[src/design/vnf_pkg.sv]
// Shared types and constants for the 2D value-noise fBm core.
`default_nettype none
package vnf_pkg;
    localparam int TABLE_SIZE_DEF      = 256;
    localparam int OCTAVES_DEF         = 3;
    localparam int COORD_FRAC_BITS_DEF = 12;

    localparam int COORD_W     = 24;
    localparam int ENTRY_W     = 8;
    localparam int NOISE_W     = 16;
    localparam int CELL_STAGES = 8;
    localparam int RECIP_SHIFT = 24;
    localparam int RECIP_W     = 25;

    localparam logic REQ_LOAD   = 1'b0;
    localparam logic REQ_SAMPLE = 1'b1;

    localparam logic [1:0] MODE_FBM    = 2'd1;
    localparam logic [1:0] MODE_RIDGED = 2'd2;
    localparam logic [1:0] MODE_RESET  = MODE_FBM;

    typedef struct packed {
        logic                       req_type;
        logic [ENTRY_W-1:0]         idx;
        logic [ENTRY_W-1:0]         val;
        logic signed [COORD_W-1:0]  x;
        logic signed [COORD_W-1:0]  y;
    } t_item;
endpackage
`default_nettype wire

[src/design/vnf_norm.sv]
// Octave-sum normalization by reciprocal multiply, saturation and mode select.
`default_nettype none
module vnf_norm #(
    parameter int OCTAVES = vnf_pkg::OCTAVES_DEF,
    localparam int SW     = vnf_pkg::NOISE_W + OCTAVES
) (
    input  wire logic                         i_clk,
    input  wire logic                         i_rst_n,
    input  wire logic                         i_en,
    input  wire logic [1:0]                   i_mode,
    input  wire logic                         i_vld,
    input  wire logic                         i_req_type,
    input  wire logic [SW-1:0]                i_sum,
    input  wire logic [vnf_pkg::NOISE_W-1:0]  i_n0,
    output logic                              o_vld,
    output logic [vnf_pkg::NOISE_W-1:0]       o_noise
);
    localparam int NORM  = (1 << OCTAVES) - 1;
    localparam int RS    = vnf_pkg::RECIP_SHIFT;
    localparam int MW    = vnf_pkg::RECIP_W;
    localparam int RECIP = (1 << RS) / NORM;
    localparam int PW    = SW + MW;

    logic          r_vld1, r_vld2, r_vld3;
    logic [SW-1:0] r_nn1, r_nn2;
    logic [15:0]   r_n01, r_n02, r_res;
    logic [PW-1:0] r_prod;

    logic [SW-1:0] q0, rem, q;
    logic [15:0]   sat, res;
    assign q0  = SW'(r_prod >> RS);
    assign rem = r_nn2 - SW'(q0 * NORM);
    assign q   = (rem >= SW'(NORM)) ? q0 + SW'(1) : q0;
    assign sat = (q > SW'(16'hFFFF)) ? 16'hFFFF : q[15:0];
    assign res = ((i_mode == vnf_pkg::MODE_FBM) || (i_mode == vnf_pkg::MODE_RIDGED))
               ? sat : r_n02;

    always_ff @(posedge i_clk) begin
        if (!i_rst_n) begin
            r_vld1 <= 1'b0;
            r_vld2 <= 1'b0;
            r_vld3 <= 1'b0;
        end else if (i_en) begin
            r_vld1 <= i_vld && (i_req_type == vnf_pkg::REQ_SAMPLE);
            r_vld2 <= r_vld1;
            r_vld3 <= r_vld2;
        end
    end

    always_ff @(posedge i_clk) begin
        if (i_en) begin
            r_nn1  <= i_sum + SW'(NORM / 2);
            r_n01  <= i_n0;
            r_prod <= PW'(r_nn1) * PW'(RECIP);
            r_nn2  <= r_nn1;
            r_n02  <= r_n01;
            r_res  <= res;
        end
    end

    assign o_vld   = r_vld3;
    assign o_noise = r_res;
endmodule
`default_nettype wire

[config.mk]
export PLATFORM = sky130hd
export DESIGN_NAME = vnf_norm
export DESIGN_NICKNAME = d
export VERILOG_FILES = /design/src/design/vnf_pkg.sv /design/src/design/vnf_norm.sv
export SDC_FILE = /design/constraint.sdc
export NUM_CORES = 1
export LEC_CHECK = 0
export ABC_AREA = 1
export BUFFER_PORTS_ARGS = -buffer_cell sky130_fd_sc_hd__buf_2
export CAP_MARGIN = 25
export CORE_ASPECT_RATIO = 1.1
export CORE_UTILIZATION = 57
export CTS_CLUSTER_SIZE = 25
export DETAILED_ROUTE_END_ITERATION = 10
export GPL_TIMING_DRIVEN = 0
export PLACE_DENSITY = 0.78
export SYNTH_ARGS = -nofsm -noshare
export SYNTH_HDL_FRONTEND = slang
export SYNTH_SLANG_ARGS = --single-unit
export TNS_END_PERCENT = 100
[constraint.sdc]
create_clock -name i_clk -period 4.6 [get_ports i_clk]
set_clock_uncertainty 0.15 [all_clocks]
set_input_delay 0.46 -clock i_clk [delete_from_list [all_inputs] [get_ports i_clk]]
set_output_delay 0.46 -clock i_clk [all_outputs]
set_load 0.005 [all_outputs]
==> qor.csv <==
stage,metric,value,unit
critical_path,crit end category,flip-flop,
global_route,pin count of the biggest net entering global routing,84,
clock_network,H-tree depth reported by CTS,3,
routing,met3 WL post-DR,985,µm
clock_network,later-pin clock latency in the skew report,0.35,ns
critical_path,CP Max Fanout,5,
placed_design,placed cell count,1438,
critical_path,required time worst endpoint,4.55,ns
critical_path,"critical path, cell by cell","ha_4, inv_1, fa_1, fa_2, fa_1, inv_1, fa_1, ha_4, a21oi_2, inv_1, a31oi_4, o21ai_2, a221oi_2, nand2_2, a21oi_2, xnor2_1",
critical_path,critical path's largest stage delay,0.57,ns
final_layout,storage element area,3150,µm²
status,violated checks,setup timing,
critical_path,worst setup path class,reg -> reg,
sta,Final Hold Fails,0,
floorplanning,Die Wd,130,µm
yosys,Post-synth EDFFs,103,
sta,fin crit period,4.96,ns
critical_path,Worst EP arrival,4.90,ns
final_layout,nets@finish,1510,
routing,via count,7970,
clock_network,clk slew on worst S/H paths,0.08,ns
critical_path,Startpoint Class,flip-flop,
yosys,Avg Inst Size Synth,9.02,µm²
yosys,"Distinct cells, synth",40,
clock_network,clock root buffer,clkbuf_16,
routing,Initial DRT Pass Iterations,7,
floorplanning,Initial Utilization,58.2,%
sta,Fin Hold WS,0.133,ns
placed_design,Final Wtd Congestion,0.900,
final_layout,design area,12100,µm²
sta,Least-Margin Pin Slew,0.531,ns
min_path,HP Class,in -> reg,
routing,final WL,24300,µm
final_layout,area occupied by multi-input gates,6800,µm²
floorplanning,cell row count,51,
sta,setup tns final,-3.48,ns
placed_design,Port Buf Inserts,58,
sta,RSZ-0062 raised after global routing,yes,
routing,DR WL/cell,16.3,µm
floorplanning,Die H,143,µm
status,status,"complete, but fails checks",
routing,drt initial violations,514,
yosys,asr flop ratio synth,0,%
placed_design,hpwl dp,18300,µm
final_layout,Layout area overhead,17.2,%
routing,Remaining DRCs,0,
routing,WL met1,9520,µm
final_layout,share of layout cells above drive strength 1,19.7,%
final_layout,# fillers,1316,
yosys,top_reg_cell synth,edfxtp_1,
routing,vias per cell,5.34,
global_route,GRT Util Overall,27.3,%
yosys,Yosys warning total,0,
global_route,gr ovfl total,0,
routing,final antenna-violating net count,0,
routing,WL met2,12800,µm
global_route,first-pass GRT wire length,38500,µm
final_layout,Layout Cells excl Fill,1493,
flow_run,max cap viols,0,
yosys,Synth Register Bits,106,
yosys,Post-Syn Area,10300,µm²
floorplanning,core footprint,17700,µm²
clock_network,CTS tree,yes,
clock_network,CTS sink cnt,106,
floorplanning,Die Area,18600,µm²
sta,final setup vio count,17,
yosys,post-synth net total,1401,
clock_network,Inserted Clock Buffers,9,
placed_design,placed cell area,11000,µm²
critical_path,Slowest cell on crit path,fa_1,
sta,Tcrit/Tclk final,108,%
sta,fin worst setup slack,-0.356,ns
yosys,Syn Inst Count,1141,
global_route,vias in the first global route,8026,
final_layout,# diodes,0,
routing,uppermost layer routed,met4,
clock_network,Hold Buf Count CTS,0,
floorplanning,number of I/O pins,59,
yosys,post-synthesis sequential area ratio,30.7,%
sta,FMAX,202,MHz
sta,Pins Over Slew Limit,0,
clock_network,Max clock buf depth,2,
global_route,initial antenna violation count,0,
sta,Rel. slew slack,64.2,%
==> synthesized netlist by cell type, drive strengths merged (2+ instances only) <==
library cell | count | share of area, %
nand2 | 218 | 8.4
inv | 216 | 7.9
ha | 140 | 17
nor2 | 113 | 4.5
edfxtp | 103 | 30
fa | 78 | 15
a21oi | 64 | 3.2
nand3 | 59 | 3.0
o21ai | 38 | 1.8
xor2 | 37 | 3.2
nand4 | 16 | 0.97
xnor2 | 15 | 1.3
buf | 6 | 0.47
nor3 | 6 | 0.29
a21o | 5 | 0.36
nand3b | 4 | 0.29
a31oi | 3 | 0.18
dfxtp | 3 | 0.58
nor4 | 3 | 0.18
a221oi | 2 | 0.17
and2 | 2 | 0.12
o221ai | 2 | 0.17
==> repair_timing <==
action	CTS	global route
pin swaps	28	25
buffers inserted	25	15
gates resized for setup	65	43
endpoints found under the setup margin	17	33
==> logic make-up (layout without fill, tap and decap cells) <==
logic type	Yosys count	count (layout)	share of synthesized area, %
and+or+nand+nor	423	423	18.0
buffers and inverters	223	337	8.39
adders and majority gates	218	218	32.2
AOI/OAI and AO/OA	119	119	6.30
DFF	106	106	30.7
xor gates and xnor gates	52	52	4.43
==> placed cells by master (no fill, tap or decap), types with 3 or more instances in the layout <==
cell,netlist,routed
nor2_2,11,14
clkbuf_16,0,9
o21ai_1,10,15
a21oi_2,2,17
nand2_4,2,9
xnor2_1,15,14
dfxtp_1,3,3
nand2_1,202,184
o21ai_0,28,20
ha_2,0,5
a21oi_4,0,3
inv_2,1,13
nand4_1,16,16
nand3_2,1,5
buf_2,3,60
fa_2,0,3
nand2_2,14,25
nor3_1,6,6
nand3_1,57,53
xor2_1,37,34
buf_6,3,6
ha_4,0,15
buf_4,0,37
o21ai_2,0,3
a21oi_1,62,44
nor2_1,100,96
fa_1,78,75
nand3b_1,4,4
xor2_2,0,3
nor2_4,2,3
a21o_1,5,5
edfxtp_1,103,103
inv_1,215,203
ha_1,140,120
==> metal layers <==
metal  track usage, %  up-vias
met4             12.6        0
met3             2.25       64
li1                 -     3914
met2             49.3      218
met5                0        -
met1             32.6     3774
==> per-stage QoR <==
step	util, %	setup WS, ns
after floorplan	-	0.0108
after global placement	61.8	-0.716
after detailed placement	62.0	-0.769
after CTS	66.5	-0.286
after global routing	68.2	-0.446
final	68.2	-0.356
==> worst max-delay path, delay by kind of cell (launching register included) <==
family          cells  cell delay (ns)
simple gates        1             0.12
xor+xnor            1             0.07
compound gates      5             0.88
flops               1             0.49
fa+ha+maj           6             2.77
buf+inv             3             0.23
==> sequential cells by signal (all words and copies together) (netlist names) <==
signal	flops
r_nn2	19
r_nn1	19
r_vld2	1
r_n01	16
o_vld	1
r_prod	17
r_vld1	1
r_n02	16
o_noise	16
==> cell type report <==
type | instances | share of cell area [%]
inverter | 216 | 6.73
clock inverter | 6 | 0.685
tap | 238 | 2.47
timing repair buffer | 98 | 5.18
buffer | 7 | 0.436
sequential | 106 | 26.2
clock buffer | 10 | 1.90
multi-input combinational | 812 | 56.4
==> final timing paths <==
kind,from,endpoint,slack (ns),cells after the start
worst max-delay path,r_nn1[15],r_prod[37],-0.36,16
worst min-delay path,i_n0[6],r_n01[6],0.13,1
worst max register to register,r_nn1[15],r_prod[37],-0.36,16
worst min register to register,r_n01[0],r_n02[0],0.27,0
Power is not shown: default switching activity piles up to over one toggle a cycle in this logic, so the estimate is an artifact.
